--- src/rtl/sha1he_pkg.sv ---
// Shared types, constants and round functions of the SHA-1 hash engine.
package sha1he_pkg;

    typedef enum logic [2:0]
    {
        ST_IDLE,
        ST_ROUND,
        ST_ADD,
        ST_PAD,
        ST_EMIT
    } core_state_t;

    typedef struct packed
    {
        logic [7:0] data;
        logic       present;
        logic       last;
    } msg_entry_t;

    typedef struct packed
    {
        logic       valid;
        msg_entry_t entry;
    } queue_head_t;

    localparam logic [31:0] H0_INIT = 32'h67452301;
    localparam logic [31:0] H1_INIT = 32'hEFCDAB89;
    localparam logic [31:0] H2_INIT = 32'h98BADCFE;
    localparam logic [31:0] H3_INIT = 32'h10325476;
    localparam logic [31:0] H4_INIT = 32'hC3D2E1F0;

    localparam logic [31:0] K0 = 32'h5A827999;
    localparam logic [31:0] K1 = 32'h6ED9EBA1;
    localparam logic [31:0] K2 = 32'h8F1BBCDC;
    localparam logic [31:0] K3 = 32'hCA62C1D6;

    localparam logic [7:0] PAD_BYTE    = 8'h80;
    localparam logic [5:0] LEN_POS     = 6'd56;
    localparam logic [5:0] BLOCK_LAST  = 6'd63;
    localparam logic [6:0] ROUND_LAST  = 7'd79;
    localparam logic [6:0] STAGE1_FIRST = 7'd20;
    localparam logic [6:0] STAGE2_FIRST = 7'd40;
    localparam logic [6:0] STAGE3_FIRST = 7'd60;
    localparam logic [2:0] WORD_LAST   = 3'd4;
    localparam logic [2:0] LEN_LAST    = 3'd7;

    function automatic logic [31:0] round_k(input logic [6:0] rnd);
        logic [31:0] k;
        if (rnd < STAGE1_FIRST)
        begin
            k = K0;
        end
        else if (rnd < STAGE2_FIRST)
        begin
            k = K1;
        end
        else if (rnd < STAGE3_FIRST)
        begin
            k = K2;
        end
        else
        begin
            k = K3;
        end
        return k;
    endfunction

    function automatic logic [31:0] round_f(input logic [6:0] rnd, input logic [31:0] b,
                                            input logic [31:0] c, input logic [31:0] d);
        logic [31:0] f;
        if (rnd < STAGE1_FIRST)
        begin
            f = (b & c) | (~b & d);
        end
        else if (rnd >= STAGE2_FIRST && rnd < STAGE3_FIRST)
        begin
            f = (b & c) | (b & d) | (c & d);
        end
        else
        begin
            f = b ^ c ^ d;
        end
        return f;
    endfunction

endpackage

--- src/rtl/sha1he_front.sv ---
// Input side: accepts words, drops empty ones and queues the rest for the core.
module sha1he_front #(
    parameter int DEPTH = 4
) (
    input  logic                   clk,
    input  logic                   rst_n,
    input  logic                   msg_valid,
    output logic                   msg_stall,
    input  logic [7:0]             data_byte,
    input  logic                   byte_present,
    input  logic                   end_of_message,
    output sha1he_pkg::queue_head_t head,
    input  logic                   pop
);
    import sha1he_pkg::*;

    localparam int PW = (DEPTH > 1) ? $clog2(DEPTH) : 1;
    localparam int CW = $clog2(DEPTH + 1);

    msg_entry_t      entries_reg [DEPTH];
    logic [PW-1:0]   wr_ptr_reg;
    logic [PW-1:0]   wr_ptr_next;
    logic [PW-1:0]   rd_ptr_reg;
    logic [PW-1:0]   rd_ptr_next;
    logic [CW-1:0]   fill_reg;
    logic [CW-1:0]   fill_next;
    logic            push;
    logic            take;

    // A word with neither a byte nor an end mark changes nothing and is dropped here.
    assign msg_stall = (fill_reg == CW'(DEPTH));
    assign push      = msg_valid && !msg_stall && (byte_present || end_of_message);
    assign take      = pop && (fill_reg != '0);

    assign head.valid = (fill_reg != '0);
    assign head.entry = entries_reg[rd_ptr_reg];

    always_comb
    begin
        wr_ptr_next = wr_ptr_reg;
        rd_ptr_next = rd_ptr_reg;
        fill_next   = fill_reg;
        if (push)
        begin
            wr_ptr_next = (wr_ptr_reg == PW'(DEPTH - 1)) ? '0 : wr_ptr_reg + 1'b1;
        end
        if (take)
        begin
            rd_ptr_next = (rd_ptr_reg == PW'(DEPTH - 1)) ? '0 : rd_ptr_reg + 1'b1;
        end
        if (push && !take)
        begin
            fill_next = fill_reg + 1'b1;
        end
        else if (take && !push)
        begin
            fill_next = fill_reg - 1'b1;
        end
    end

    always_ff @(posedge clk or negedge rst_n)
    begin
        if (!rst_n)
        begin
            wr_ptr_reg <= '0;
            rd_ptr_reg <= '0;
            fill_reg   <= '0;
        end
        else
        begin
            wr_ptr_reg <= wr_ptr_next;
            rd_ptr_reg <= rd_ptr_next;
            fill_reg   <= fill_next;
        end
    end

    always_ff @(posedge clk)
    begin
        if (push)
        begin
            entries_reg[wr_ptr_reg] <= '{data: data_byte, present: byte_present,
                                         last: end_of_message};
        end
    end

endmodule

--- src/rtl/sha1he_core.sv ---
// Hash core: block packing, 80-round compression, padding and digest output.
module sha1he_core (
    input  logic                    clk,
    input  logic                    rst_n,
    input  sha1he_pkg::queue_head_t head,
    output logic                    pop,
    output logic                    digest_valid,
    input  logic                    digest_stall,
    output logic [31:0]             digest_word,
    output logic [2:0]              word_index,
    output logic                    last_word
);
    import sha1he_pkg::*;

    core_state_t  state_reg;
    core_state_t  state_next;

    // The block store is a word shift line: bytes shift in at the tail, and
    // during the rounds the schedule shifts in one new word per round.
    logic [31:0]  w_reg [16];
    logic [31:0]  w_next [16];
    logic [31:0]  round_reg [5];
    logic [31:0]  round_next [5];
    logic [31:0]  chain_reg [5];
    logic [31:0]  chain_next [5];
    logic [5:0]   pos_reg;
    logic [5:0]   pos_next;
    logic [60:0]  count_reg;
    logic [60:0]  count_next;
    logic [6:0]   rnd_reg;
    logic [6:0]   rnd_next;
    logic         pad_act_reg;
    logic         pad_act_next;
    logic         sent80_reg;
    logic         sent80_next;
    logic         len_act_reg;
    logic         len_act_next;
    logic [2:0]   len_cnt_reg;
    logic [2:0]   len_cnt_next;
    logic         final_reg;
    logic         final_next;
    logic [2:0]   emit_idx_reg;
    logic [2:0]   emit_idx_next;
    logic         out_valid_reg;
    logic         out_valid_next;
    logic [31:0]  out_word_reg;
    logic [31:0]  out_word_next;
    logic [2:0]   out_idx_reg;
    logic [2:0]   out_idx_next;
    logic         out_last_reg;
    logic         out_last_next;

    logic         shift_byte;
    logic [7:0]   byte_in;
    logic [63:0]  len_bits;
    logic [7:0]   len_byte;
    logic [31:0]  sched_word;
    logic [31:0]  temp;
    logic         slot_free;

    assign len_bits   = {count_reg, 3'b000};
    assign len_byte   = len_bits[{~len_cnt_reg, 3'b000} +: 8];
    assign sched_word = {w_reg[13][30:0] ^ w_reg[8][30:0] ^ w_reg[2][30:0] ^ w_reg[0][30:0],
                         w_reg[13][31] ^ w_reg[8][31] ^ w_reg[2][31] ^ w_reg[0][31]};
    assign temp       = {round_reg[0][26:0], round_reg[0][31:27]}
                      + round_f(rnd_reg, round_reg[1], round_reg[2], round_reg[3])
                      + round_reg[4] + w_reg[0] + round_k(rnd_reg);
    assign slot_free  = !out_valid_reg || !digest_stall;

    assign digest_valid = out_valid_reg;
    assign digest_word  = out_word_reg;
    assign word_index   = out_idx_reg;
    assign last_word    = out_last_reg;

    always_comb
    begin
        state_next     = state_reg;
        w_next         = w_reg;
        round_next     = round_reg;
        chain_next     = chain_reg;
        pos_next       = pos_reg;
        count_next     = count_reg;
        rnd_next       = rnd_reg;
        pad_act_next   = pad_act_reg;
        sent80_next    = sent80_reg;
        len_act_next   = len_act_reg;
        len_cnt_next   = len_cnt_reg;
        final_next     = final_reg;
        emit_idx_next  = emit_idx_reg;
        out_valid_next = out_valid_reg && digest_stall;
        out_word_next  = out_word_reg;
        out_idx_next   = out_idx_reg;
        out_last_next  = out_last_reg;
        pop            = 1'b0;
        shift_byte     = 1'b0;
        byte_in        = head.entry.data;

        case (state_reg)
            ST_IDLE:
            begin
                if (head.valid)
                begin
                    pop = 1'b1;
                    if (head.entry.present)
                    begin
                        shift_byte = 1'b1;
                        count_next = count_reg + 61'd1;
                        pad_act_next = head.entry.last;
                        if (pos_reg == BLOCK_LAST)
                        begin
                            state_next = ST_ROUND;
                        end
                        else if (head.entry.last)
                        begin
                            state_next = ST_PAD;
                        end
                    end
                    else
                    begin
                        pad_act_next = 1'b1;
                        state_next   = ST_PAD;
                    end
                end
            end
            ST_PAD:
            begin
                shift_byte = 1'b1;
                if (!sent80_reg)
                begin
                    byte_in     = PAD_BYTE;
                    sent80_next = 1'b1;
                end
                else if (!len_act_reg && pos_reg != LEN_POS)
                begin
                    byte_in = 8'h00;
                end
                else
                begin
                    byte_in      = len_byte;
                    len_act_next = 1'b1;
                    len_cnt_next = len_cnt_reg + 3'd1;
                    if (len_cnt_reg == LEN_LAST)
                    begin
                        final_next = 1'b1;
                    end
                end
                if (pos_reg == BLOCK_LAST)
                begin
                    state_next = ST_ROUND;
                end
            end
            ST_ROUND:
            begin
                for (int i = 0; i < 15; i++)
                begin
                    w_next[i] = w_reg[i + 1];
                end
                w_next[15]    = sched_word;
                round_next[4] = round_reg[3];
                round_next[3] = round_reg[2];
                round_next[2] = {round_reg[1][1:0], round_reg[1][31:2]};
                round_next[1] = round_reg[0];
                round_next[0] = temp;
                rnd_next      = rnd_reg + 7'd1;
                if (rnd_reg == ROUND_LAST)
                begin
                    state_next = ST_ADD;
                end
            end
            ST_ADD:
            begin
                for (int i = 0; i < 5; i++)
                begin
                    chain_next[i] = chain_reg[i] + round_reg[i];
                end
                if (final_reg)
                begin
                    state_next = ST_EMIT;
                end
                else if (pad_act_reg)
                begin
                    state_next = ST_PAD;
                end
                else
                begin
                    state_next = ST_IDLE;
                end
            end
            ST_EMIT:
            begin
                if (slot_free)
                begin
                    out_valid_next = 1'b1;
                    out_word_next  = chain_reg[emit_idx_reg];
                    out_idx_next   = emit_idx_reg;
                    out_last_next  = (emit_idx_reg == WORD_LAST);
                    emit_idx_next  = emit_idx_reg + 3'd1;
                    if (emit_idx_reg == WORD_LAST)
                    begin
                        // Digest is out: start over for the next message.
                        chain_next[0] = H0_INIT;
                        chain_next[1] = H1_INIT;
                        chain_next[2] = H2_INIT;
                        chain_next[3] = H3_INIT;
                        chain_next[4] = H4_INIT;
                        pos_next      = '0;
                        count_next    = '0;
                        pad_act_next  = 1'b0;
                        sent80_next   = 1'b0;
                        len_act_next  = 1'b0;
                        len_cnt_next  = '0;
                        final_next    = 1'b0;
                        emit_idx_next = '0;
                        state_next    = ST_IDLE;
                    end
                end
            end
            default:
            begin
                state_next = ST_IDLE;
            end
        endcase

        if (shift_byte)
        begin
            for (int i = 0; i < 15; i++)
            begin
                w_next[i] = {w_reg[i][23:0], w_reg[i + 1][31:24]};
            end
            w_next[15] = {w_reg[15][23:0], byte_in};
            pos_next   = pos_reg + 6'd1;
            if (pos_reg == BLOCK_LAST)
            begin
                // The block is full: load the working variables for round zero.
                round_next = chain_reg;
                rnd_next   = '0;
            end
        end
    end

    always_ff @(posedge clk or negedge rst_n)
    begin
        if (!rst_n)
        begin
            state_reg     <= ST_IDLE;
            chain_reg[0]  <= H0_INIT;
            chain_reg[1]  <= H1_INIT;
            chain_reg[2]  <= H2_INIT;
            chain_reg[3]  <= H3_INIT;
            chain_reg[4]  <= H4_INIT;
            pos_reg       <= '0;
            count_reg     <= '0;
            rnd_reg       <= '0;
            pad_act_reg   <= 1'b0;
            sent80_reg    <= 1'b0;
            len_act_reg   <= 1'b0;
            len_cnt_reg   <= '0;
            final_reg     <= 1'b0;
            emit_idx_reg  <= '0;
            out_valid_reg <= 1'b0;
        end
        else
        begin
            state_reg     <= state_next;
            chain_reg     <= chain_next;
            pos_reg       <= pos_next;
            count_reg     <= count_next;
            rnd_reg       <= rnd_next;
            pad_act_reg   <= pad_act_next;
            sent80_reg    <= sent80_next;
            len_act_reg   <= len_act_next;
            len_cnt_reg   <= len_cnt_next;
            final_reg     <= final_next;
            emit_idx_reg  <= emit_idx_next;
            out_valid_reg <= out_valid_next;
        end
    end

    always_ff @(posedge clk)
    begin
        w_reg        <= w_next;
        round_reg    <= round_next;
        out_word_reg <= out_word_next;
        out_idx_reg  <= out_idx_next;
        out_last_reg <= out_last_next;
    end

endmodule

--- src/rtl/sha1_hash_engine_unit.sv ---
// Streaming SHA-1 hash engine: top level joining the input queue and the hash core.
//
// Input channel (msg_valid / msg_stall): one word per handshake carries at most one
// message byte (data_byte when byte_present is 1); end_of_message closes the message
// after that byte. Words with neither a byte nor an end mark are accepted and ignored.
// Words enter a QUEUE_DEPTH-entry queue, so the sender stalls only when it is full.
// Output channel (digest_valid / digest_stall): five words per message, H0 first,
// word_index 0 to 4, last_word on the fifth. The output register holds a word while
// the receiver stalls; the core then waits, and the queue keeps accepting until full.
// Bytes are packed into the block as they leave the queue; each full 64-byte block is
// then compressed in 80 rounds by the single round unit and a chaining add, and the
// core takes no bytes meanwhile. After the end mark, padding feeds one byte per cycle
// (up to 72 pad bytes, with one or two compressions), then the five digest words
// leave at one per cycle when not stalled.
// Reset clears the queue, loads the SHA-1 initial chaining value and empties the
// block; after each digest the core returns to that state for the next message.
module sha1_hash_engine_unit #(
    parameter int QUEUE_DEPTH = 4
) (
    input  logic        clk,
    input  logic        rst_n,
    input  logic        msg_valid,
    output logic        msg_stall,
    input  logic [7:0]  data_byte,
    input  logic        byte_present,
    input  logic        end_of_message,
    output logic        digest_valid,
    input  logic        digest_stall,
    output logic [31:0] digest_word,
    output logic [2:0]  word_index,
    output logic        last_word
);
    import sha1he_pkg::*;

    queue_head_t head;
    logic        pop;

    sha1he_front #(
        .DEPTH(QUEUE_DEPTH)
    ) u_front (
        .clk            (clk),
        .rst_n          (rst_n),
        .msg_valid      (msg_valid),
        .msg_stall      (msg_stall),
        .data_byte      (data_byte),
        .byte_present   (byte_present),
        .end_of_message (end_of_message),
        .head           (head),
        .pop            (pop)
    );

    sha1he_core u_core (
        .clk          (clk),
        .rst_n        (rst_n),
        .head         (head),
        .pop          (pop),
        .digest_valid (digest_valid),
        .digest_stall (digest_stall),
        .digest_word  (digest_word),
        .word_index   (word_index),
        .last_word    (last_word)
    );

    a_pop_needs_entry: assert property (@(posedge clk) disable iff (!rst_n)
        pop |-> head.valid)
        else $error("core took a word from an empty queue");

    a_last_on_fifth: assert property (@(posedge clk) disable iff (!rst_n)
        digest_valid |-> (last_word == (word_index == WORD_LAST)))
        else $error("last mark does not match the fifth digest word");

    a_index_range: assert property (@(posedge clk) disable iff (!rst_n)
        digest_valid |-> (word_index <= WORD_LAST))
        else $error("digest word index out of range");

    a_index_order: assert property (@(posedge clk) disable iff (!rst_n)
        (digest_valid && !digest_stall && !last_word && $past(rst_n)) ##1 digest_valid
            |-> (word_index == $past(word_index) + 3'd1))
        else $error("digest words out of order");

endmodule
--- config.mk ---
export PLATFORM = sky130hd
export DESIGN_NAME = sha1_hash_engine_unit
export DESIGN_NICKNAME = d
export VERILOG_FILES = /design/src/rtl/sha1he_pkg.sv /design/src/rtl/sha1he_front.sv /design/src/rtl/sha1he_core.sv /design/src/rtl/sha1_hash_engine_unit.sv
export SDC_FILE = /design/constraint.sdc
export NUM_CORES = 2
export LEC_CHECK = 0
export ABC_CLOCK_PERIOD_IN_PS = 12500
export BUFFER_PORTS_ARGS = -buffer_cell sky130_fd_sc_hd__buf_2
export CORE_ASPECT_RATIO = 2
export CORE_UTILIZATION = 55
export CTS_BUF_LIST = sky130_fd_sc_hd__clkbuf_4 sky130_fd_sc_hd__clkbuf_8
export CTS_CLUSTER_SIZE = 25
export DETAILED_ROUTE_END_ITERATION = 10
export PLACE_DENSITY = 0.74
export SETUP_SLACK_MARGIN = 0.15
export SYNTH_ARGS = -nofsm -noshare
export SYNTH_HDL_FRONTEND = slang
export SYNTH_HIERARCHICAL = 1
export SYNTH_SLANG_ARGS = --single-unit
--- constraint.sdc ---
create_clock -name clk -period 12.5 [get_ports clk]
set_clock_uncertainty 0.05 [all_clocks]
set_input_delay 1.875 -clock clk [delete_from_list [all_inputs] [get_ports clk]]
set_output_delay 1.875 -clock clk [all_outputs]
set_load 0.02 [all_outputs]
======== Word-level counts from Yosys, hierarchy flattened ========
Memories as Yosys holds them, arrays and structs flattened.
Index checks and enable logic that the tools add are counted.
Widths: inputs -> output; s select.
storage, ports and cells
  flip-flop bits (word level) ............. 963
  input bits .............................. 14
  memories kept ........................... 1
  memory bits (writable) .................. 40
operators by class
  multiplexer cells ....................... 72
  bitwise operators ....................... 18
  $add $sub $neg .......................... 18
  $lt $le $gt $ge ......................... 5
  shift-type cells ........................ 1
  reductions and logical operators ........ 35
  eq/ne operators ......................... 22
memories
  memory               depth  bits a word  read ports  clocked after Yosys merged registers in  write ports  line                text
  u_front.entries_reg  4      10           1           0                                        1            sha1he_front.sv:20  msg_entry_t entries_reg [DEPTH];
operators by type and width
  operator               number
  $mux 512               2
  $mux 160               5
  $pmux 160 s2           1
  $add 32x32->32         9
  $mux 61                4
  $mux 32                6
  $and 32x32->32         4
  $pmux 61 s2            1
  $bmux 32 s3            1
  $or 32x32->32          3
  $xor 31x31->31         3
  $shiftx 64x7->8        1
  $xor 32x32->32         2
  $add 61x1->61 const B  1
  $mux 3                 14
  $not 32->32            1
  $mux 31                1
  $mux 6                 4
  $mux 8                 3
  $mux 7                 3
  $mux 1                 17
  $reduce_bool 2->1      8
  $pmux 3 s5             1
  $lt 7x6->1 const B     2
  34 further kinds       74

======== Depth between registers and ports, before layout ========
  depth in word-level cells ............... 12
  gate-level depth with buffers ........... 23
  mapped depth without buffers ............ 22

======== Modules after synthesis ========
Netlist, hierarchy kept.
modules (own cells, without submodules)
  module        times used  area each (µm²)  cells an instance  sequential area each (µm²)
  sha1he_core   1           54554.8          6009               25964.9
  sha1he_front  1           1909.3           89                 1376.3

======== Least setup slack after synthesis ========
Ideal clock, no wire load.
  kind .................................... register to register
  start point ............................. reg u_front.fill_reg[0]
  end point ............................... reg u_core/w_reg[0] (netlist bit) (enable)
  clock period less this slack ............ 13165 ps
  stages on the path, launching flop included .. 6
  required time ........................... 8806 ps
  arrival time ............................ 9471 ps
  slack ................................... -665 ps
  cells stage by stage .................... dfrtp_1 > or3_4 > and3_1 > clkbuf_1 > nand2_1 > nand2_1
RTL lines
  what                    line                text
  start, declared         sha1he_front.sv:25  logic [CW-1:0] fill_reg;
  start signal, assigned  sha1he_front.sv:73  fill_reg <= fill_next;
  end signal, assigned    sha1he_core.sv:281  w_reg <= w_next;
  end, declared           sha1he_core.sv:20   logic [31:0] w_reg [16];

==> results.yml <==
yosys:
  synth_edf_count: 588
  ys_ff_latch: 1003
  syn_inst: 6098
  yosysWarnings: 6
  yosys.area.top_type: "edfxtp_1"
  yosys.cell_types.count: 96
  seq_area_frac_synth_pct: 48.4
  synth.area.top_cells: "edfxtp_1 (31%), nand2_1 (13%), dfrtp_1 (7.8%)"
  ys.flop_type: "edfxtp_1"
  synthArstFlopShare_pct: 25.4
  syn_area_um2: 56500
  synth.avg_cell_area_um2: 9.26
  yosysMostFrequentCell: "nand2_1"
  synth_commonest_cells: "nand2_1 (2002), edfxtp_1 (588), nor2_1 (381)"
  synth.top_cell.area_share_pct: 31.3
  synth_nets: 6445
finish:
  fillers: 8610
  largest_register_ffs: 512
  drive_gt1_share_pct: 8.75
  final_cells: 7517
  syn_to_final_growth_pct: 7.81
  nets: 6404
  fin_area_um2: 60900
worst_setup_path:
  cpLargestDelayFamily: "compound AO/OA/AOI/OAI gates"
  crit_type: "register to register"
  max_stage_delay_ns: 0.97
  slowest_stage: "nor2_1"
  r2r-end: "u_core/round_reg[157]$_DFF_P_"
  rr_worst_depth: 20
  reg2reg_from: "u_core/rnd_reg[3]$_DFF_PN0_"
  cp.required_ns: 13.24
  arrival_ns: 7.59
  cp_max_fo: 31
  path_cells: "o21ai_0, or3_1, buf_4, inv_2, nor2_1, inv_1, o221ai_1, fa_1, inv_1, ha_1, ha_1, a21o_1, a221o_1, a21oi_1, o21ai_0, o21ai_1, nand2b_1, a31oi_1, nand4b_1, o211ai_1"
  rrSetupSlack_ns: 5.65
  cp-end-kind: "register"
  worstSetupStartpointType: "register"
  crit_buf_inv: 4
  startpoint: "u_core/rnd_reg[3]$_DFF_PN0_"
drt:
  drc: 0
  wirelength_um: 164000
  num_vias: 44500
  drt-initial-drc-count: 3890
  ant_nets: 0
  wl_per_cell_um: 21.9
  via_per_inst: 5.92
  dr.pass1.iters: 7
floorplan:
  core_um2: 101000
  die_h_um: 455
  initial_utilization_pct: 55.7
  die_w_um: 229
  num_rows: 165
  dieArea_um2: 104000
  io_pins: 52
timing:
  layout_min_cycle_time_ns: 6.85
  setup_viol: 0
  drv_slew: 0
  clock.fmax_mhz: 146
  rsz0062_at_grt: "no"
  tns_ns: 0
  relSlewSlack_pct: 19.3
  post-route-period-util_pct: 54.8
  tightest_slew_ns: 1.20
  hold_violations: 0
cts:
  insertion_delay_ns: 0.87
  cts_root_buf: "clkbuf_8"
  cts_made_buffers: 149
  clk_pin_slew_ns: 0.07
  post_cts_buffers: 0
  h-tree-depth: 4
  cts.sinks: 1003
  cts_resized: 0
  hold_buffers: 0
  cts_buffer_depth: 3
  tritoncts: "yes"
placement:
  post-dp-hpwl_um: 113000
  placed_cell_area_um2: 57800
  io_buffers: 51
  place.gp.congestion: 1.01
  dpl.cell_count: 7241
run_status:
  status: "finished clean"
flow_run:
  maxCapViolations: 0
global_route:
  grt_usage_pct: 31.8
  grt_first_pass_wirelength_um: 251000
  grt_pass1_vias: 44700
  overflow: 0
  grt_max_degree: 251
  antenna_found_initial: 5
worst_hold_path:
  holdPathEnd: "u_core/pos_reg[5]$_DFFE_PN0P_"
  whs_path_depth: 1
  hp-class: "register to register"
  hold_start: "u_core/pos_reg[5]$_DFFE_PN0P_"
-- metal layers --
layer / track usage (%) / up-vias / part of all wire [%]
met2: 55.4 / 1691 / 50
met1: 31.3 / 21400 / 33
met4: 30.7 / 6 / 11
met3: 6.39 / 721 / 5.8
li1: - / 20600 / -
met5: 0 / - / 0.042
-- cell families (layout without fill, tap and decap cells) --
family / after synthesis / count (layout) / synth area share (%)
muxes: 88 / 88 / 2.83
AOI/OAI and AO/OA: 1055 / 1055 / 11.5
and+or+nand+nor: 2741 / 2741 / 19.7
buffers and inverters: 581 / 663 / 3.88
other: 0 / 1 / 0
xor gates and xnor gates: 297 / 297 / 4.61
DFF: 1003 / 1003 / 48.4
adders and majority gates: 333 / 333 / 9.05
-- metrics by stage --
stage | hold slack (ns) | util [%] | setup WS, ns
after global placement | 0.412 | 57.0 | 5.98
after detailed placement | 0.427 | 57.0 | 5.81
after global routing | 0.464 | 60.1 | 5.36
final | 0.436 | 60.1 | 5.65
after floorplan | 0.393 | - | 4.49
after CTS | 0.438 | 60.0 | 5.79
-- placed cells by master, fill, tap and decap left out, types with 23 or more instances in the layout --
cell         n
buf_4       37
a31oi_1    169
o21ai_0    257
or3_1       33
o21ai_1     43
nand2_1   1999
nand2b_1    36
o21bai_1    25
mux4_2      55
clkbuf_8   169
nor2_1     379
mux2i_1     24
nor2b_1     37
nand4_1     23
a211oi_1    43
a21o_1      81
a21oi_1    265
nand3_1     75
and3_1      39
fa_1       126
clkbuf_4    54
inv_1      293
xor2_1     111
xnor2_1    186
dfstp_2     80
o21a_1      23
buf_2       51
nor3_1      43
edfxtp_1   588
dfrtp_1    173
dfxtp_1    160
ha_1       207
-- final cells by class --
type	instances	area (um2)	area share (%)
sequential	1003	27300	44.9
multi-input combinational	4514	27000	44.4
clock buffer	223	2730	4.49
tap	1336	1670	2.75
inverter	297	1110	1.83
timing repair buffer	92	608	0.999
clock inverter	51	368	0.604
antenna	1	2.50	0.00411
-- worst max path at each step --
stage,endpoint,slack (ns),depth (start not counted)
after floorplan,u_core/w_reg[0]$_DFFE_PP_,4.49,7
after global placement,u_core/round_reg[155]$_DFF_P_,5.98,20
after detailed placement,u_core/round_reg[157]$_DFF_P_,5.81,20
after CTS,u_core/round_reg[157]$_DFF_P_,5.79,20
after global routing,u_core/round_reg[155]$_DFF_P_,5.36,20
final,u_core/round_reg[157]$_DFF_P_,5.65,20
Power is not shown: default switching activity piles up to over one toggle a cycle in this logic, so the estimate is an artifact.
